[src/hw/rtl/assert_macros.svh]
// Assertion macros included by the RTL file that carries checks.
`ifndef ASSERT_MACROS_SVH
`define ASSERT_MACROS_SVH

// Same-cycle implication, disabled while reset is asserted.
`define ASSERT_IMPLIES(label, clk, rstn, ante, cons) \
    label: assert property (@(posedge clk) disable iff (!(rstn)) (ante) |-> (cons)) \
        else $error("same-cycle implication failed");

// Next-cycle implication, disabled while reset is asserted.
`define ASSERT_NEXT(label, clk, rstn, ante, cons) \
    label: assert property (@(posedge clk) disable iff (!(rstn)) (ante) |=> (cons)) \
        else $error("next-cycle implication failed");

`endif

[src/hw/rtl/bpsp_pkg.sv]
// ----------------------------------------------------------------------------
// bpsp_pkg
// Shared constants, types and the CORDIC angle table of the baseline phasor.
// ----------------------------------------------------------------------------
`default_nettype none

package bpsp_pkg;

    localparam int CORDIC_STAGES     = 16;
    localparam int PHASE_FRAC_BITS   = 24;
    localparam int ATAN_ENTRIES      = 24;
    localparam int CORDIC_N          = (CORDIC_STAGES < ATAN_ENTRIES) ?
                                       CORDIC_STAGES : ATAN_ENTRIES;
    // Fractional bits of a u*l product (Q24.8 times Q1.30).
    localparam int PRODUCT_FRAC_BITS = 38;

    typedef logic signed [31:0] word_t;
    typedef logic signed [15:0] sample_t;
    typedef logic [PRODUCT_FRAC_BITS-1:0] prod_t;

    // Keeps the top PHASE_FRAC_BITS bits of the 32-bit turn word.
    localparam logic [31:0] PHASE_MASK =
        ~((32'd1 << (32 - PHASE_FRAC_BITS)) - 32'd1);

    localparam logic signed [32:0] ONE_Q30   = 33'sd1073741824;
    localparam logic signed [32:0] HALF_TURN = 33'sd2147483648;
    localparam word_t              CORDIC_X0 = 32'sd652032874;
    localparam logic signed [32:0] ROUND_Q15 = 33'sd16384;
    localparam logic signed [32:0] OUT_MAX   = 33'sd32767;

    // atan(2^-i) in units of 2^-32 turn.
    localparam word_t ATAN_TURNS [ATAN_ENTRIES] = '{
        32'sd536870912, 32'sd316933406, 32'sd167458907, 32'sd85004756,
        32'sd42667331,  32'sd21354465,  32'sd10679838,  32'sd5340245,
        32'sd2670163,   32'sd1335087,   32'sd667544,    32'sd333772,
        32'sd166886,    32'sd83443,     32'sd41722,     32'sd20861,
        32'sd10430,     32'sd5215,      32'sd2608,      32'sd1304,
        32'sd652,       32'sd326,       32'sd163,       32'sd81
    };

    // Control that travels with each request down the pipeline.
    typedef struct packed {
        logic valid;
        logic neg;
    } bpsp_ctl_t;

endpackage

`default_nettype wire

[src/hw/rtl/bpsp_cordic.sv]
// ----------------------------------------------------------------------------
// bpsp_cordic
// Rotation-mode CORDIC, one registered micro-rotation per stage.
// ----------------------------------------------------------------------------
`default_nettype none

module bpsp_cordic (
    input  wire logic                 aclk,
    input  wire logic                 aresetn,
    input  wire logic                 en,
    input  wire bpsp_pkg::bpsp_ctl_t  ctl_in,
    input  wire bpsp_pkg::word_t      z_in,
    output bpsp_pkg::bpsp_ctl_t       ctl_out,
    output bpsp_pkg::word_t           x_out,
    output bpsp_pkg::word_t           y_out
);

    localparam int N = bpsp_pkg::CORDIC_N;

    bpsp_pkg::word_t     x_reg   [N];
    bpsp_pkg::word_t     y_reg   [N];
    bpsp_pkg::word_t     z_reg   [N];
    bpsp_pkg::bpsp_ctl_t ctl_reg [N];

    for (genvar i = 0; i < N; i++) begin : g_stage
        bpsp_pkg::word_t     x_prev, y_prev, z_prev;
        bpsp_pkg::bpsp_ctl_t ctl_prev;
        bpsp_pkg::word_t     x_next, y_next, z_next;
        bpsp_pkg::word_t     dx, dy;

        if (i == 0) begin : g_first
            assign x_prev   = bpsp_pkg::CORDIC_X0;
            assign y_prev   = '0;
            assign z_prev   = z_in;
            assign ctl_prev = ctl_in;
        end else begin : g_rest
            assign x_prev   = x_reg[i-1];
            assign y_prev   = y_reg[i-1];
            assign z_prev   = z_reg[i-1];
            assign ctl_prev = ctl_reg[i-1];
        end

        assign dx = y_prev >>> i;
        assign dy = x_prev >>> i;

        always_comb begin
            if (!z_prev[31]) begin
                x_next = x_prev - dx;
                y_next = y_prev + dy;
                z_next = z_prev - bpsp_pkg::ATAN_TURNS[i];
            end else begin
                x_next = x_prev + dx;
                y_next = y_prev - dy;
                z_next = z_prev + bpsp_pkg::ATAN_TURNS[i];
            end
        end

        always_ff @(posedge aclk) begin
            if (!aresetn) begin
                ctl_reg[i] <= '0;
            end else if (en) begin
                ctl_reg[i] <= ctl_prev;
            end
        end

        always_ff @(posedge aclk) begin
            if (en) begin
                x_reg[i] <= x_next;
                y_reg[i] <= y_next;
                z_reg[i] <= z_next;
            end
        end
    end

    assign ctl_out = ctl_reg[N-1];
    assign x_out   = x_reg[N-1];
    assign y_out   = y_reg[N-1];

endmodule

`default_nettype wire

[config.mk]
export PLATFORM = sky130hd
export DESIGN_NAME = bpsp_cordic
export DESIGN_NICKNAME = d
export VERILOG_FILES = /design/src/hw/rtl/assert_macros.svh /design/src/hw/rtl/bpsp_pkg.sv /design/src/hw/rtl/bpsp_cordic.sv
export SDC_FILE = /design/constraint.sdc
export NUM_CORES = 2
export LEC_CHECK = 0
export ABC_CLOCK_PERIOD_IN_PS = 5550
export BUFFER_PORTS_ARGS = -buffer_cell sky130_fd_sc_hd__buf_4
export CAP_MARGIN = 10
export CORE_UTILIZATION = 66
export CTS_CLUSTER_SIZE = 14
export DETAILED_ROUTE_END_ITERATION = 8
export GPL_ROUTABILITY_DRIVEN = 0
export PLACE_DENSITY_LB_ADDON = 0.3
export SLEW_MARGIN = 5
export SYNTH_ARGS = -nofsm -noshare
export SYNTH_HDL_FRONTEND = slang
export SYNTH_SLANG_ARGS = --single-unit
[constraint.sdc]
create_clock -name aclk -period 5.55 [get_ports aclk]
set_clock_uncertainty 0.1 [all_clocks]
set_input_delay 0.8325 -clock aclk [delete_from_list [all_inputs] [get_ports aclk]]
set_output_delay 0.8325 -clock aclk [all_outputs]
set_load 0.01 [all_outputs]
# Word-level counts from Yosys, hierarchy flattened
# Memory sizes are Yosys's and may differ from the RTL's.
# Index checks and enable logic that the tools add are counted.
[word_totals] mem_count=4 reg_bits=0 word_cells=180 out_inout_bits=66 mem_bits_rw=1568
[mem_list] memory="x_reg" depth=16 width=32 read_ports=16 rd_clocked_by_memory_dff=0 write_ports=16 line_no="bpsp_cordic.sv:20" text="bpsp_pkg::word_t x_reg [N];"
[mem_list] memory="y_reg" depth=16 width=32 read_ports=16 rd_clocked_by_memory_dff=0 write_ports=16 line_no="bpsp_cordic.sv:21" text="bpsp_pkg::word_t y_reg [N];"
[mem_list] memory="z_reg" depth=16 width=32 read_ports=15 rd_clocked_by_memory_dff=0 write_ports=16 line_no="bpsp_cordic.sv:22" text="bpsp_pkg::word_t z_reg [N];"
[mem_list] memory="ctl_reg" depth=16 width=2 read_ports=16 rd_clocked_by_memory_dff=0 write_ports=16 line_no="bpsp_cordic.sv:23" text="bpsp_pkg::bpsp_ctl_t ctl_reg [N];"
[op_classes] muxes=68 n_bitwise=16 addsub=92
[ops] operator="$mux W32" count=47
[ops] operator="$add A32 B17 Y32" count=2
[ops] operator="$add A32 B18 Y32" count=2
[ops] operator="$add A32 B19 Y32" count=2
[ops] operator="$add A32 B20 Y32" count=2
[ops] operator="$add A32 B21 Y32" count=2
[ops] operator="$add A32 B22 Y32" count=2
[ops] operator="$add A32 B23 Y32" count=2
[ops] operator="$add A32 B24 Y32" count=2
[ops] operator="$add A32 B25 Y32" count=2
[ops] operator="$add A32 B26 Y32" count=2
[ops] operator="$add A32 B27 Y32" count=2
[ops] operator="$add A32 B28 Y32" count=2
[ops] operator="$add A32 B29 Y32" count=2
[ops] operator="$add A32 B30 Y32" count=2
[ops] operator="$add A32 B31 Y32" count=2
[ops] operator="$sub A32 B17 Y32" count=2
[ops] operator="$sub A32 B18 Y32" count=2
[ops] operator="$sub A32 B19 Y32" count=2
[ops] operator="$sub A32 B20 Y32" count=2
[ops] operator="$sub A32 B21 Y32" count=2
[ops] operator="$sub A32 B22 Y32" count=2
[ops] operator="$sub A32 B23 Y32" count=2
[ops] operator="$sub A32 B24 Y32" count=2
[ops] operator="42 further kinds" count=83

# Depth between registers and ports, before layout
[logic_depth] word_depth=4 ltp_mapped=21 ltp_nobuf=21

# Worst setup path after synthesis
# No wires, ideal clock.
[synth_timing] kind="flip-flop to flip-flop" from="mem z_reg[0][63] in the netlist's numbering" to="mem x_reg[0][93] in the netlist's numbering, data pin" setup_time_ps=260 synth_period_minus_slack_ps=4804 n_path_buf=3 path_slack_ps=746 arrival_time_ps=4445 stages_incl_launch_ff=18 cell_sequence="edfxtp_1 clkbuf_1 buf_1 buf_1 nor2_1 xnor2_1 ha_1 a21oi_1 o211ai_1 a41o_1 o311a_4 o311ai_4 o211a_4 a21oi_1 a221o_1 a21o_1 a21oi_2 xnor2_1"
[synth_lines] element="start, declared" line_no="bpsp_cordic.sv:22"
[synth_lines] element="end, declared" line_no="bpsp_cordic.sv:20"

==> metrics.log <==
INFO  metric synth.net_count = 13.5k
INFO  metric drt_iter0_markers = 8751
INFO  metric detailedPlacementHpwl = 223 mm
INFO  metric antenna_violating_nets_post_route = 0
INFO  metric num_vias = 94.4k
INFO  metric grt_usage = 31.7%
INFO  metric async_flop_share = 0%
INFO  metric synthCells = 12.0k
INFO  metric layout.filler_cells = 12.4k
INFO  metric critPathMaxFanout = 7
INFO  metric root_buffer = sky130_fd_sc_hd__clkbuf_16
INFO  metric timing.reg2reg.worst_path_depth = 18
INFO  metric die_width = 424 µm
INFO  metric flip_flop_and_latch_count_after_synthesis = 1417
INFO  metric hp-class = in -> reg
INFO  metric design.core.area = 176000 µm²
INFO  metric grt_pass1_vias = 91.6k
INFO  metric timing.slew.headroom = 19.3%
INFO  metric grt_max_degree = 212
INFO  metric synth-edff-count = 1417
INFO  metric synth-seq-area-share = 36.3%
INFO  metric clkTransAtPathRegs = 0.06 ns
INFO  metric synthesis.area_per_instance = 9.78 µm²
INFO  metric routedWlPerCell = 19.9 µm
INFO  metric status = complete, but fails checks
INFO  metric die_area = 179000 µm²
INFO  metric core.rowCount = 154
INFO  metric yosys_warnings = 0
INFO  metric post_route_design_area = 126000 µm²
INFO  metric timing.final.max_slew_violations = 0
INFO  metric cts.path.max_buffers = 3
INFO  metric layout.cells.most_common_list = sky130_fd_sc_hd__edfxtp_1, sky130_fd_sc_hd__ha_1, sky130_fd_sc_hd__a21oi_1, sky130_fd_sc_hd__xnor2_1, sky130_fd_sc_hd__nor2_1
INFO  metric wl_final = 291 mm
INFO  metric h-tree-depth = 4
INFO  metric number_of_buffers_added_on_ports = 102
INFO  metric timing_worst_slew_pin_value = 1.21 ns
INFO  metric final_common_cell = sky130_fd_sc_hd__edfxtp_1
INFO  metric grt_overflow = 0
INFO  metric worstSetupStartpointType = flip-flop
INFO  metric postPlaceCellArea = 121000 µm²
INFO  metric dieHeight = 424 µm
INFO  metric syn-cell-area = 117000 µm²
INFO  metric synth_cell_types = 114
INFO  metric cts_tree = done
INFO  metric endpoint_required_time_on_the_critical_path = 6.04 ns
INFO  metric first_pass_iters = 9
INFO  metric rsz0062_at_grt = false
INFO  metric global_route_wire_length_before_repair = 468 mm
INFO  metric drcViolationCount = 18
INFO  metric nets = 13.7k
INFO  metric area_growth = 7.73%
INFO  metric violated_checks = design-rule violations
INFO  metric finalSetupTns = 0 ns
INFO  metric min_delay_path_depth = 1
INFO  metric arrival = 5.86 ns
INFO  metric max_cap_viols = 0
INFO  metric via_per_inst = 6.44
INFO  metric number_of_antenna_violations_at_the_first_check_in_global_routing = 5
INFO  metric synth_flop_cell = sky130_fd_sc_hd__edfxtp_1
INFO  metric cts_made_buffers = 160
INFO  metric maxClockFrequency = 186 MHz
INFO  metric crit_path_end_kind = flip-flop
INFO  metric num_io_pins = 103
INFO  metric min_period = 5.37 ns
INFO  metric period_share = 96.8%
INFO  metric post-cts-setup-buffers = 0
INFO  metric start_util = 66.6%
INFO  metric drive_gt1_share = 5.15%
INFO  metric clock_sinks = 1417
INFO  metric clock_insertion_delay_worst_skew = 0.86 ns
INFO  metric setup.worst_path.class = reg -> reg
INFO  metric report.final.hold_viol_count = 0
INFO  metric report.final.setup_viol = 0
INFO  metric post_cts_hold_buffer_count = 0
INFO  metric max_reg_flops = 481
-- layout make-up --
class	count	area, µm²	area share (%)
antenna	1	2.50	0.00198
clock inverter	102	1090	0.864
clock buffer	187	4150	3.28
sequential	1417	42600	33.7
tap	2340	2930	2.32
inverter	503	1890	1.49
timing repair buffer	187	1500	1.19
multi-input combinational	9914	72300	57.2
-- critical path, cell delays in order, from the launching register on --
cell	delay (ns)
sky130_fd_sc_hd__edfxtp_1	0.46
sky130_fd_sc_hd__inv_1	0.10
sky130_fd_sc_hd__ha_1	0.17
sky130_fd_sc_hd__nand2b_1	0.12
sky130_fd_sc_hd__or3_1	0.55
sky130_fd_sc_hd__or4_1	0.44
sky130_fd_sc_hd__and2_1	0.18
sky130_fd_sc_hd__xnor2_1	0.19
sky130_fd_sc_hd__ha_1	0.33
sky130_fd_sc_hd__and3_1	0.21
sky130_fd_sc_hd__a32o_1	0.29
sky130_fd_sc_hd__a2111oi_2	0.60
sky130_fd_sc_hd__o21ai_0	0.25
sky130_fd_sc_hd__a41oi_1	0.48
sky130_fd_sc_hd__o211ai_1	0.15
sky130_fd_sc_hd__o21ai_1	0.16
sky130_fd_sc_hd__o21bai_1	0.09
sky130_fd_sc_hd__a21oi_1	0.18
sky130_fd_sc_hd__xnor2_1	0.08
-- synthesized netlist by cell type, types with 62 or more instances --
| master | instances | area [µm²] |
|---|---|---|
| sky130_fd_sc_hd__nor2b_1 | 180 | 1130 |
| sky130_fd_sc_hd__xnor2_1 | 1092 | 9560 |
| sky130_fd_sc_hd__nand2_1 | 580 | 2180 |
| sky130_fd_sc_hd__a21o_1 | 580 | 4350 |
| sky130_fd_sc_hd__o21bai_1 | 161 | 1210 |
| sky130_fd_sc_hd__and3_1 | 129 | 807 |
| sky130_fd_sc_hd__nand2b_1 | 194 | 1210 |
| sky130_fd_sc_hd__a21oi_1 | 1393 | 6970 |
| sky130_fd_sc_hd__o21ai_0 | 536 | 2680 |
| sky130_fd_sc_hd__a211oi_1 | 108 | 811 |
| sky130_fd_sc_hd__and2_1 | 62 | 388 |
| sky130_fd_sc_hd__nand4_1 | 83 | 519 |
| sky130_fd_sc_hd__a31oi_1 | 133 | 832 |
| sky130_fd_sc_hd__edfxtp_1 | 1417 | 42600 |
| sky130_fd_sc_hd__xor2_1 | 616 | 5400 |
| sky130_fd_sc_hd__clkbuf_1 | 126 | 473 |
| sky130_fd_sc_hd__o21a_1 | 167 | 1250 |
| sky130_fd_sc_hd__nor4_1 | 83 | 519 |
| sky130_fd_sc_hd__nor3_1 | 288 | 1440 |
| sky130_fd_sc_hd__nor2_1 | 981 | 3680 |
| sky130_fd_sc_hd__nand3_1 | 199 | 996 |
| sky130_fd_sc_hd__inv_1 | 500 | 1880 |
| sky130_fd_sc_hd__ha_1 | 1410 | 17600 |
-- logic make-up after synthesis --
group / synth area share, %
buf+inv: 2.15
flops: 36.3
simple gates: 12.6
compound gates: 19.5
fa+ha+maj: 15.8
mux: 0.949
xor+xnor: 12.8
-- per-stage QoR --
stage	setup WS, ns	cells	util, %	hold WS (ns)
2_1_floorplan	0.746	11999	-	0.300
3_3_place_gp	0.265	14361	68.7	0.303
3_5_place_dp	0.242	14361	68.7	0.308
4_1_cts	0.234	14650	71.7	0.00315
5_1_grt	0.000175	14650	71.7	0.0252
6_report	0.180	14651	71.7	0.0553
-- metal layers --
metal  track usage [%]  part of all wire (%)  vias to the layer above
met1              39.0                    40                    44572
met5                 0                 0.013                        -
met4              14.7                   4.9                        6
met2              54.5                    48                     3964
li1                  -                     -                    44941
met3              4.89                   7.1                      918
-- worst paths after layout --
| path | endpoint | start | slack, ns |
|---|---|---|---|
| min reg2reg | z_reg[0][96] | z_reg[0][64] | 0.32 |
| max | y_reg[0][190] | x_reg[0][133] | 0.18 |
| max reg2reg | y_reg[0][190] | x_reg[0][133] | 0.18 |
| min | z_reg[0][21] | z_in[21] | 0.06 |
-- what timing repair did --
action | in CTS | in global routing
endpoints found under the setup margin | 0 | 11
resized for setup | 0 | 7
endpoints found under the hold margin | 0 | 0
Power is left out: the tool's default activity adds up to more than one toggle a clock period on the data nets, which glitch-free logic cannot reach.
