$ cat src/hw/rtl/assert_macros.svh
// Assertion macros included by the RTL file that carries checks.
`ifndef ASSERT_MACROS_SVH
`define ASSERT_MACROS_SVH

// Same-cycle implication, disabled while reset is asserted.
`define ASSERT_IMPLIES(label, clk, rstn, ante, cons) \
    label: assert property (@(posedge clk) disable iff (!(rstn)) (ante) |-> (cons)) \
        else $error("same-cycle implication failed");

// Next-cycle implication, disabled while reset is asserted.
`define ASSERT_NEXT(label, clk, rstn, ante, cons) \
    label: assert property (@(posedge clk) disable iff (!(rstn)) (ante) |=> (cons)) \
        else $error("next-cycle implication failed");

`endif

$ cat src/hw/rtl/bpsp_pkg.sv
// ----------------------------------------------------------------------------
// bpsp_pkg
// Shared constants, types and the CORDIC angle table of the baseline phasor.
// ----------------------------------------------------------------------------
`default_nettype none

package bpsp_pkg;

    localparam int CORDIC_STAGES     = 16;
    localparam int PHASE_FRAC_BITS   = 24;
    localparam int ATAN_ENTRIES      = 24;
    localparam int CORDIC_N          = (CORDIC_STAGES < ATAN_ENTRIES) ?
                                       CORDIC_STAGES : ATAN_ENTRIES;
    // Fractional bits of a u*l product (Q24.8 times Q1.30).
    localparam int PRODUCT_FRAC_BITS = 38;

    typedef logic signed [31:0] word_t;
    typedef logic signed [15:0] sample_t;
    typedef logic [PRODUCT_FRAC_BITS-1:0] prod_t;

    // Keeps the top PHASE_FRAC_BITS bits of the 32-bit turn word.
    localparam logic [31:0] PHASE_MASK =
        ~((32'd1 << (32 - PHASE_FRAC_BITS)) - 32'd1);

    localparam logic signed [32:0] ONE_Q30   = 33'sd1073741824;
    localparam logic signed [32:0] HALF_TURN = 33'sd2147483648;
    localparam word_t              CORDIC_X0 = 32'sd652032874;
    localparam logic signed [32:0] ROUND_Q15 = 33'sd16384;
    localparam logic signed [32:0] OUT_MAX   = 33'sd32767;

    // atan(2^-i) in units of 2^-32 turn.
    localparam word_t ATAN_TURNS [ATAN_ENTRIES] = '{
        32'sd536870912, 32'sd316933406, 32'sd167458907, 32'sd85004756,
        32'sd42667331,  32'sd21354465,  32'sd10679838,  32'sd5340245,
        32'sd2670163,   32'sd1335087,   32'sd667544,    32'sd333772,
        32'sd166886,    32'sd83443,     32'sd41722,     32'sd20861,
        32'sd10430,     32'sd5215,      32'sd2608,      32'sd1304,
        32'sd652,       32'sd326,       32'sd163,       32'sd81
    };

    // Control that travels with each request down the pipeline.
    typedef struct packed {
        logic valid;
        logic neg;
    } bpsp_ctl_t;

endpackage

`default_nettype wire

$ cat src/hw/rtl/bpsp_outbuf.sv
// ----------------------------------------------------------------------------
// bpsp_outbuf
// Rounds and saturates the CORDIC result to Q1.15 and holds it in the
// output register, with a one-entry skid register behind it.
// ----------------------------------------------------------------------------
`default_nettype none

module bpsp_outbuf (
    input  wire logic                 aclk,
    input  wire logic                 aresetn,
    input  wire bpsp_pkg::bpsp_ctl_t  ctl_in,
    input  wire bpsp_pkg::word_t      x_in,
    input  wire bpsp_pkg::word_t      y_in,
    input  wire logic                 m_ready,
    output logic                      m_valid,
    output bpsp_pkg::sample_t         m_cos,
    output bpsp_pkg::sample_t         m_sin,
    output logic                      pipe_en
);

    function automatic bpsp_pkg::sample_t to_q15(input bpsp_pkg::word_t v,
                                                 input logic neg);
        logic signed [32:0] vx;
        logic signed [32:0] rnd;
        begin
            vx  = neg ? -$signed({v[31], v}) : $signed({v[31], v});
            rnd = (vx + bpsp_pkg::ROUND_Q15) >>> 15;
            if (rnd > bpsp_pkg::OUT_MAX) begin
                return bpsp_pkg::OUT_MAX[15:0];
            end else if (rnd < -bpsp_pkg::OUT_MAX) begin
                return -bpsp_pkg::OUT_MAX[15:0];
            end
            return rnd[15:0];
        end
    endfunction

    bpsp_pkg::sample_t cos_rnd, sin_rnd;

    logic              m_valid_reg, m_valid_next;
    logic              skid_valid_reg, skid_valid_next;
    bpsp_pkg::sample_t cos_reg, cos_next, sin_reg, sin_next;
    bpsp_pkg::sample_t skid_cos_reg, skid_sin_reg;
    logic              load_out, load_skid;

    assign cos_rnd = to_q15(x_in, ctl_in.neg);
    assign sin_rnd = to_q15(y_in, ctl_in.neg);

    // While the skid register is full the pipeline is frozen, and only the
    // skid can move forward.
    always_comb begin
        m_valid_next    = m_valid_reg;
        skid_valid_next = skid_valid_reg;
        load_out        = 1'b0;
        load_skid       = 1'b0;
        cos_next        = cos_rnd;
        sin_next        = sin_rnd;
        if (skid_valid_reg) begin
            cos_next = skid_cos_reg;
            sin_next = skid_sin_reg;
            if (m_ready) begin
                load_out        = 1'b1;
                skid_valid_next = 1'b0;
            end
        end else if (!m_valid_reg || m_ready) begin
            load_out     = 1'b1;
            m_valid_next = ctl_in.valid;
        end else if (ctl_in.valid) begin
            load_skid       = 1'b1;
            skid_valid_next = 1'b1;
        end
    end

    always_ff @(posedge aclk) begin
        if (!aresetn) begin
            m_valid_reg    <= 1'b0;
            skid_valid_reg <= 1'b0;
        end else begin
            m_valid_reg    <= m_valid_next;
            skid_valid_reg <= skid_valid_next;
        end
    end

    always_ff @(posedge aclk) begin
        if (load_out) begin
            cos_reg <= cos_next;
            sin_reg <= sin_next;
        end
        if (load_skid) begin
            skid_cos_reg <= cos_rnd;
            skid_sin_reg <= sin_rnd;
        end
    end

    assign m_valid = m_valid_reg;
    assign m_cos   = cos_reg;
    assign m_sin   = sin_reg;
    assign pipe_en = !skid_valid_reg;

endmodule

`default_nettype wire

$ cat config.mk
export PLATFORM = sky130hd
export DESIGN_NAME = bpsp_outbuf
export DESIGN_NICKNAME = d
export VERILOG_FILES = /design/src/hw/rtl/assert_macros.svh /design/src/hw/rtl/bpsp_pkg.sv /design/src/hw/rtl/bpsp_outbuf.sv
export SDC_FILE = /design/constraint.sdc
export NUM_CORES = 1
export LEC_CHECK = 0
export BUFFER_PORTS_ARGS = -buffer_cell sky130_fd_sc_hd__buf_2
export CAP_MARGIN = 20
export CORE_MARGIN = 2
export CORE_UTILIZATION = 50
export CTS_CLUSTER_SIZE = 28
export DETAILED_ROUTE_END_ITERATION = 12
export PLACE_DENSITY_LB_ADDON = 0.05
export SLEW_MARGIN = 20
export SYNTH_ARGS = -nofsm -noshare
export SYNTH_HDL_FRONTEND = slang
export SYNTH_SLANG_ARGS = --single-unit
$ cat constraint.sdc
create_clock -name aclk -period 13.4 [get_ports aclk]
set_clock_uncertainty 0.05 [all_clocks]
set_input_delay 3.35 -clock aclk [delete_from_list [all_inputs] [get_ports aclk]]
set_output_delay 3.35 -clock aclk [all_outputs]
set_load 0.02 [all_outputs]
======== Word-level counts from Yosys, hierarchy flattened ========
Index checks and enable logic that the tools add are counted.
W data, S select, Z words.
word-level totals
  flip-flop bits (word level) ............. 66
  output and inout bits ................... 34
cells by class
  add/subtract/negate cells ............... 4
  bitwise logic cells ..................... 1
  order comparisons ....................... 4
  reductions and logical operators ........ 4
  muxes and demuxes ....................... 22
operators with widths
  operator                  number
  $mux W16                  8
  $add A33 B16 Y33 const B  2
  $mux W33                  2
  $neg A32 Y33              2
  $gt A18 B16 Y1 const B    2
  $lt A18 B16 Y1 const B    2
  $mux W1                   12
  $logic_not A1 Y1          2
  $reduce_and A2 Y1         1
  $logic_or A1 B1 Y1        1
  $not A1 Y1                1

======== Longest topological paths before layout ========
Gate-level depths: netlist of the first run.
  depth in word-level cells ............... 8
  gate-level depth with buffers ........... 20
  depth with buffers taken out ............ 14

======== Least setup slack after synthesis of the first run ========
OpenSTA, ideal clock, no wires.
  kind .................................... input -> register
  start ................................... input port ctl_in[0] in the netlist's numbering
  end ..................................... register skid_sin_reg[12] (data pin)
  stages on the path ...................... 18
  buffers on the path ..................... 8
  arrival time ............................ 7.958 ns
  required time ........................... 13.077 ns
  setup slack ............................. 5.119 ns
  setup time .............................. 0.273 ns
  cells stage by stage .................... clkbuf_1 > clkbuf_1 > clkbuf_1 > clkbuf_1 > buf_1 > clkbuf_1 > buf_1 > o21ai_0 > xnor2_1 > ha_1 > and4b_1 > o21ai_2 > or3_4 > mux2_4 > or4_4 > o31ai_4 > buf_6 > o21ai_0
between the ends
  word-level cells in the longest chain between the ends .. 6
RTL lines
  what                  line               source
  start, declared       bpsp_outbuf.sv:11  input wire bpsp_pkg::bpsp_ctl_t ctl_in,
  $mux W33 (*)          bpsp_outbuf.sv:26  vx = neg ? -$signed({v[31], v}) : $signed({v[31], v});
  $add A33 B16 Y33 (*)  bpsp_outbuf.sv:27  rnd = (vx + bpsp_pkg::ROUND_Q15) >>> 15;
  $lt A18 B16 Y1        bpsp_outbuf.sv:30  end else if (rnd < -bpsp_pkg::OUT_MAX) begin
  $mux W1               bpsp_outbuf.sv:30
  $mux W1               bpsp_outbuf.sv:28  if (rnd > bpsp_pkg::OUT_MAX) begin
  $mux W16 (*)          bpsp_outbuf.sv:33  return rnd[15:0];
  net sin_rnd[12]       bpsp_outbuf.sv:37  bpsp_pkg::sample_t cos_rnd, sin_rnd;
  end signal, assigned  bpsp_outbuf.sv:90  skid_sin_reg <= sin_rnd;
  end, declared         bpsp_outbuf.sv:42  bpsp_pkg::sample_t skid_cos_reg, skid_sin_reg;
Mark *: on every way through the listed nets, which the timed path passes. The rest lies on a longest branch.
A chain may end at the register's enable or synchronous reset.

======== Worst setup path in the final report of the first run ========
  start ................................... input port y_in[13]
  end ..................................... register sin_reg[3], in the netlist m_sin[3] (data pin)
between the ends
  word-level cells in the longest chain between the ends .. 8
RTL lines
  what                  line               source
  start, declared       bpsp_outbuf.sv:13  input wire bpsp_pkg::word_t y_in,
  $neg A32 Y33          bpsp_outbuf.sv:26
  $mux W33 (*)          bpsp_outbuf.sv:26
  $add A33 B16 Y33 (*)  bpsp_outbuf.sv:27
  $lt A18 B16 Y1        bpsp_outbuf.sv:30
  $mux W1               bpsp_outbuf.sv:30
  $mux W1               bpsp_outbuf.sv:28
  $mux W16 (*)          bpsp_outbuf.sv:33
  $mux W16 (*)          bpsp_outbuf.sv:57  if (skid_valid_reg) begin
  net sin_next[3]       bpsp_outbuf.sv:41  bpsp_pkg::sample_t cos_reg, cos_next, sin_reg, sin_next;
  end signal, assigned  bpsp_outbuf.sv:86  sin_reg <= sin_next;
  end, declared         bpsp_outbuf.sv:41
Marked as above.

==> results of run 1 <==
[where the power goes]
| group | internal [mW] | switching (mW) |
|---|---|---|
| logic | 0.0645 | 0.114 |
| registers | 0.255 | 0.00505 |
| clock network | 0.150 | 0.0767 |
[worst reg2reg max path: stages, from the launching register on]
cell      delay, ns
dfxtp_1        0.31
buf_4          0.36
inv_1          0.11
buf_4          0.24
nand2b_1       0.35
o311ai_0       0.25
[worst max path at each step]
stage	startpoint	end	slack, ns
floorplan	ctl_in[0]	skid_sin_reg[12]	5.12
global placement	y_in[0]	m_sin[3]	5.53
detailed placement	y_in[13]	m_sin[3]	5.31
CTS	y_in[13]	m_sin[3]	5.63
global route	y_in[7]	m_sin[3]	5.24
finish	y_in[13]	m_sin[3]	5.54
[layer usage]
metal	share of wire, %	up-vias	GRT usage [%]
met5	0.047	-	0
met4	0.90	2	5.36
met3	6.8	13	2.59
met2	43	204	36.7
met1	49	2476	38.2
li1	-	2584	-
[layout by cell type (no fill, tap or decap), types with 4 or more instances in the layout]
master     netlist  routed
buf_2            5     102
nand2_1         74      74
edfxtp_1        64      64
xnor2_1         38      38
nor2_1          36      36
o21ai_0         37      36
xor2_1          24      24
nor3_1          20      19
nand3_1         19      19
inv_1           18      18
nand4_1         17      17
nor4_1          14      14
o31ai_1         14      14
or3_1           13      13
a21oi_1         11      11
o311ai_0        10      10
o211ai_1        10      10
or2_2           10      10
clkbuf_16        0       9
nand2b_1         8       8
buf_4            1       8
nor2b_1          7       7
and3_1           7       7
mux2_2           7       7
a31oi_1          6       6
a2bb2oi_1        6       6
and4_1           5       5
a41oi_1          5       5
and2_1           5       5
o31a_1           5       5
o2111ai_1        5       5
o21ai_1          5       5
clkbuf_8         0       5
o211a_1          4       4
mux2i_1          4       4
o311a_1          4       4
a211oi_1         4       4
o311ai_1         4       4
[metrics by stage]
step	setup slack (ns)	total power, mW	utilization [%]
5_1_grt	5.24	0.698	59.3
6_report	5.54	0.665	59.3
3_5_place_dp	5.31	0.441	56.5
4_1_cts	5.63	0.667	59.3
3_3_place_gp	5.53	0.437	56.5
2_1_floorplan	5.12	0.387	-
[cell families (layout without fill, tap and decap cells)]
kind of cell | after synthesis | in the layout | synth area share [%]
simple gates | 261 | 261 | 25.2
compound gates | 169 | 169 | 22.6
flops | 66 | 66 | 34.8
buf+inv | 65 | 144 | 4.91
xor+xnor | 62 | 62 | 9.64
mux | 12 | 12 | 2.38
fa+ha+maj | 2 | 2 | 0.444
[cell type report]
type                            instances  area (um2)  area share (%)
Clock buffer                           15         298            4.60
Clock inverter                          1        5.00          0.0772
Inverter                               18        67.6            1.04
Multi-Input combinational cell        506        3400            52.5
Sequential cell                        66        1960            30.3
Tap cell                              140         175            2.70
Timing Repair Buffer                  110         571            8.80
==> reports/summary.json, run 1 <==
{
  "synth_top_cells_by_count": {"value": "74 x nand2_1, 64 x edfxtp_1, 38 x xnor2_1, 37 x o21ai_0, 36 x nor2_1"},
  "worst_ep_required_time": {"value": 13.38, "unit": "ns"},
  "drtIter0Drc": {"value": 455},
  "timing.critical_path.arrival": {"value": 7.84, "unit": "ns"},
  "critical_path.n_buffers_inverters": {"value": 1},
  "initial_utilization": {"value": 51.5, "unit": "%"},
  "synth.yosys.warnings": {"value": 0},
  "synthesis.area_per_instance": {"value": 8.84, "unit": "um2"},
  "endpoint_kind": {"value": "register"},
  "final.fill_count": {"value": 971},
  "placement.cell_area": {"value": 6180, "unit": "um2"},
  "grt.total_usage": {"value": 24.6, "unit": "%"},
  "postSynthCellCount": {"value": 637},
  "cts_tree": {"value": "done"},
  "postSynthRegisterBits": {"value": 66},
  "cts_inserted_buffers": {"value": 9},
  "core_region_area": {"value": 10900, "unit": "um2"},
  "final_period_minus_worst_setup_slack": {"value": 7.86, "unit": "ns"},
  "yosys.cell_count.top_type": {"value": "nand2_1"},
  "netlist_top_cells_area": {"value": "edfxtp_1 34%, xnor2_1 5.9%, nand2_1 4.9%"},
  "clkLatencyLatePin": {"value": 0.32, "unit": "ns"},
  "startpoint_type": {"value": "input port"},
  "post-cts-setup-buffer-count": {"value": 0},
  "holdPathStages": {"value": 2},
  "grt.overflow.total": {"value": 0},
  "status": {"value": "finished clean"},
  "async_reset_ff_share": {"value": 0, "unit": "%"},
  "hold_buffers": {"value": 0},
  "postRouteWirelength": {"value": 14800, "unit": "um"},
  "drv_cap": {"value": 0},
  "irDropWorstVdd": {"value": 0.0931, "unit": "mV"},
  "achievable-frequency": {"value": 127, "unit": "MHz"},
  "placement.io_buffers": {"value": 102},
  "slew-limit-headroom": {"value": 37.0, "unit": "%"},
  "synth_seq_area_share": {"value": 34.8, "unit": "%"},
  "antenna_violating_nets_post_route": {"value": 0},
  "quantity_of_gates_resized_following_cts": {"value": 0},
  "gpl.final_weighted_congestion": {"value": 0.936},
  "worstHoldPathType": {"value": "reg -> reg"},
  "setup_viol_count_final": {"value": 0},
  "synthToLayoutAreaGrowth": {"value": 15.1, "unit": "%"},
  "leakage": {"value": 2.40, "unit": "nW"},
  "slowest_stage": {"value": "nor4_1"},
  "clockRootBuffer": {"value": "clkbuf_16"},
  "yosys.cell_types.count": {"value": 83},
  "critical-path-top-delay-family": {"value": "simple AND/OR/NAND/NOR gates"},
  "cts.clk_slew.worst_paths": {"value": 0.05, "unit": "ns"},
  "wire_per_inst": {"value": 17.3, "unit": "um"},
  "non_filler_instances": {"value": 856},
  "worst-r2r-cell-count": {"value": 5},
  "layout.cell_area.non_filler": {"value": 6480, "unit": "um2"},
  "grt_pass1_wl": {"value": 23500, "unit": "um"},
  "place.detailed.instances": {"value": 840},
  "initial_antenna_violation_count": {"value": 1},
  "routed_via_count_divided_by_cell_count": {"value": 6.17},
  "synthesis.area": {"value": 5630, "unit": "um2"},
  "synth_largest_type_area_fraction": {"value": 34.1, "unit": "%"},
  "row_count": {"value": 38},
  "clock-sinks": {"value": 66},
  "worst-r2r-setup-slack": {"value": 11.44, "unit": "ns"},
  "boundaryPins": {"value": 103},
  "netlist.top_cell.by_area": {"value": "edfxtp_1"},
  "worstReg2RegStart": {"value": "skid_valid_reg"},
  "num_vias": {"value": 5279},
  "antenna_cells": {"value": 0},
  "place.detailed.hpwl": {"value": 10900, "unit": "um"},
  "nets": {"value": 782},
  "worstMarginPinSlew": {"value": 0.944, "unit": "ns"},
  "worst_path_largest_cell_delay": {"value": 0.94, "unit": "ns"},
  "clockBufferDepth": {"value": 2},
  "pin_count_of_the_biggest_net_entering_global_routing": {"value": 68},
  "die_h": {"value": 110, "unit": "um"},
  "timing.rr.end": {"value": "m_cos[10]"},
  "drive_above_1_share": {"value": 22.8, "unit": "%"},
  "rsz0062_at_grt": {"value": "no"},
  "timing_worst_setup_path_type": {"value": "in -> reg"},
  "net_count_after_synthesis": {"value": 708},
  "final.hold.worst_slack": {"value": 0.472, "unit": "ns"},
  "drt_drc_violations_left": {"value": 0},
  "count_of_pins_over_their_slew_limit": {"value": 0},
  "finalSetupTns": {"value": 0, "unit": "ns"},
  "die_width": {"value": 110, "unit": "um"},
  "timing.critical_path.depth": {"value": 11},
  "critical_path.cell_chain": {"value": "buf_2 -> nor4_1 -> nand4_1 -> nor4_1 -> o31ai_4 -> o211a_1 -> nor3_1 -> o2111ai_1 -> or4_4 -> o31ai_4 -> o311ai_0"},
  "min_delay_worst_endpoint": {"value": "m_sin[4]"},
  "min_from": {"value": "skid_sin_reg[4]"},
  "first_global_vias": {"value": 4710},
  "synth_edf_count": {"value": 64},
  "most_frequently_used_flop_master_after_synthesis": {"value": "edfxtp_1"},
  "worst-path-max-fanout": {"value": 20},
  "powerDensity": {"value": 103, "unit": "nW/um2"},
  "final_min_period_over_clock_period": {"value": 58.7, "unit": "%"},
  "cts.htree.levels": {"value": 3},
  "dr.pass1.iters": {"value": 6},
  "final_hold_viol_count": {"value": 0},
  "floorplan.die_area": {"value": 12100, "unit": "um2"}
}
Power figures use the tool's default switching activity.
==> inputs of run 2 (changes only) <==
clock period = 7.64 ns   (was 13.4 ns; I/O delays follow)
==> reports/summary.json, run 2 (synthesized netlist as in run 1, its figures left out) <==
{
  "grt.overflow.total": {"value": 0},
  "endpoint_kind": {"value": "register"},
  "worst-r2r-cell-count": {"value": 5},
  "placement.io_buffers": {"value": 102},
  "timing.critical_path.arrival": {"value": 6.22, "unit": "ns"},
  "finalSetupTns": {"value": 0, "unit": "ns"},
  "min_from": {"value": "m_valid"},
  "worstHoldPathType": {"value": "reg -> reg"},
  "final.setup.worst_slack": {"value": 1.40, "unit": "ns"},
  "pre_cts_ws": {"value": 1.18, "unit": "ns"},
  "initial_utilization": {"value": 51.5, "unit": "%"},
  "worstReg2RegStart": {"value": "skid_valid_reg"},
  "dr.pass1.iters": {"value": 5},
  "slew-limit-headroom": {"value": 28.9, "unit": "%"},
  "row_count": {"value": 38},
  "core_region_area": {"value": 10900, "unit": "um2"},
  "routed_via_count_divided_by_cell_count": {"value": 6.22},
  "worst-path-max-fanout": {"value": 30},
  "antenna_cells": {"value": 0},
  "holdPathStages": {"value": 2},
  "synthToLayoutAreaGrowth": {"value": 14.9, "unit": "%"},
  "antenna_violating_nets_post_route": {"value": 0},
  "startpoint_type": {"value": "input port"},
  "clockRootBuffer": {"value": "clkbuf_16"},
  "clkLatencyLatePin": {"value": 0.32, "unit": "ns"},
  "placement.cell_area": {"value": 6190, "unit": "um2"},
  "final.hold.worst_slack": {"value": 0.471, "unit": "ns"},
  "drtIter0Drc": {"value": 459},
  "cts.htree.levels": {"value": 3},
  "quantity_of_gates_resized_following_cts": {"value": 0},
  "die_h": {"value": 110, "unit": "um"},
  "cts.clk_slew.worst_paths": {"value": 0.05, "unit": "ns"},
  "postRouteWirelength": {"value": 14400, "unit": "um"},
  "wire_per_inst": {"value": 16.7, "unit": "um"},
  "pin_count_of_the_biggest_net_entering_global_routing": {"value": 44},
  "leakage": {"value": 2.40, "unit": "nW"},
  "final_common_cell": {"value": "buf_2"},
  "status": {"value": "finished clean"},
  "final_period_minus_worst_setup_slack": {"value": 6.24, "unit": "ns"},
  "boundaryPins": {"value": 103},
  "grt_pass1_wl": {"value": 23300, "unit": "um"},
  "clock-sinks": {"value": 66},
  "cts_inserted_buffers": {"value": 9},
  "layout.cell_area.non_filler": {"value": 6470, "unit": "um2"},
  "drive_above_1_share": {"value": 22.4, "unit": "%"},
  "irDropWorstVdd": {"value": 0.158, "unit": "mV"},
  "timing_worst_setup_path_type": {"value": "in -> reg"},
  "setup_viol_count_final": {"value": 0},
  "post-cts-setup-buffer-count": {"value": 0},
  "gpl.final_weighted_congestion": {"value": 0.909},
  "clockBufferDepth": {"value": 2},
  "place.detailed.hpwl": {"value": 10500, "unit": "um"},
  "powerDensity": {"value": 178, "unit": "nW/um2"},
  "cts_tree": {"value": "done"},
  "num_vias": {"value": 5339},
  "grt.total_usage": {"value": 24.3, "unit": "%"},
  "drv_cap": {"value": 0},
  "drt_drc_violations_left": {"value": 0},
  "floorplan.die_area": {"value": 12100, "unit": "um2"},
  "first_global_vias": {"value": 4650},
  "achievable-frequency": {"value": 160, "unit": "MHz"},
  "nets": {"value": 784},
  "hold_buffers": {"value": 0},
  "initial_antenna_violation_count": {"value": 0},
  "count_of_pins_over_their_slew_limit": {"value": 0},
  "die_width": {"value": 110, "unit": "um"},
  "leading_cell_types_in_the_layout_fill_and_taps_excluded": {"value": "102 x buf_2, 74 x nand2_1, 64 x edfxtp_1"},
  "startpoint": {"value": "ctl_in[0]"},
  "final_hold_viol_count": {"value": 0},
  "worst_ep_required_time": {"value": 7.61, "unit": "ns"},
  "worstMarginPinSlew": {"value": 1.06, "unit": "ns"},
  "rsz0062_at_grt": {"value": "no"},
  "final_min_period_over_clock_period": {"value": 81.7, "unit": "%"}
}
==> run 2: cell types whose count changed in the layout (fill, tap and decap cells not counted), sizes merged <==
cell,change
clkbuf,-3
buf,+2
clkinv,+2
bufinv,+1
==> run 2: final timing paths <==
path | end | slack (ns)
max | m_sin[6] | 1.40
min | m_valid | 0.47
max reg2reg | m_cos[1] | 5.73
min reg2reg | m_valid | 0.47
==> run 2: through the flow <==
step           util (%)  total power, mW  instances
2_1_floorplan         -            0.678        637
3_3_place_gp       56.6            0.765        842
3_5_place_dp       56.6            0.771        842
4_1_cts            59.2             1.16        858
5_1_grt            59.2             1.21        858
6_report           59.2             1.15        858
==> run 2: area by class of cell <==
| type | count | area (um2) |
|---|---|---|
| clock inverters | 4 | 42.5 |
| flip-flops and latches | 66 | 1960 |
| fillers | 980 | 4460 |
| inverters | 18 | 67.6 |
| clock buffers | 12 | 236 |
| repair buffers | 112 | 586 |
| multi-input cells | 506 | 3400 |
| well taps | 140 | 175 |
==> run 2: where the power goes <==
group	switching [mW]	leakage (nW)	internal [mW]
logic	0.198	1.63	0.113
clock network	0.134	0.136	0.250
registers	0.00792	0.637	0.447
==> run 2: routing by layer <==
metal / share of wire, % / vias up / track usage (%)
met2: 43 / 238 / 34.8
met5: 0 / - / 0
met4: 1.2 / 0 / 8.39
met3: 7.0 / 17 / 2.76
met1: 49 / 2489 / 37.7
li1: - / 2595 / -
==> run 2: worst max-delay path, stage by stage <==
cell and delay, ns:
buf_2 0.44, inv_1 0.37, nor3_1 0.31, nand3b_1 0.12, a32oi_1 0.75, a21oi_1 0.10, nor3_1 0.60, o2111ai_1 0.21
or4_4 0.57, o31ai_4 0.56, o311ai_0 0.26
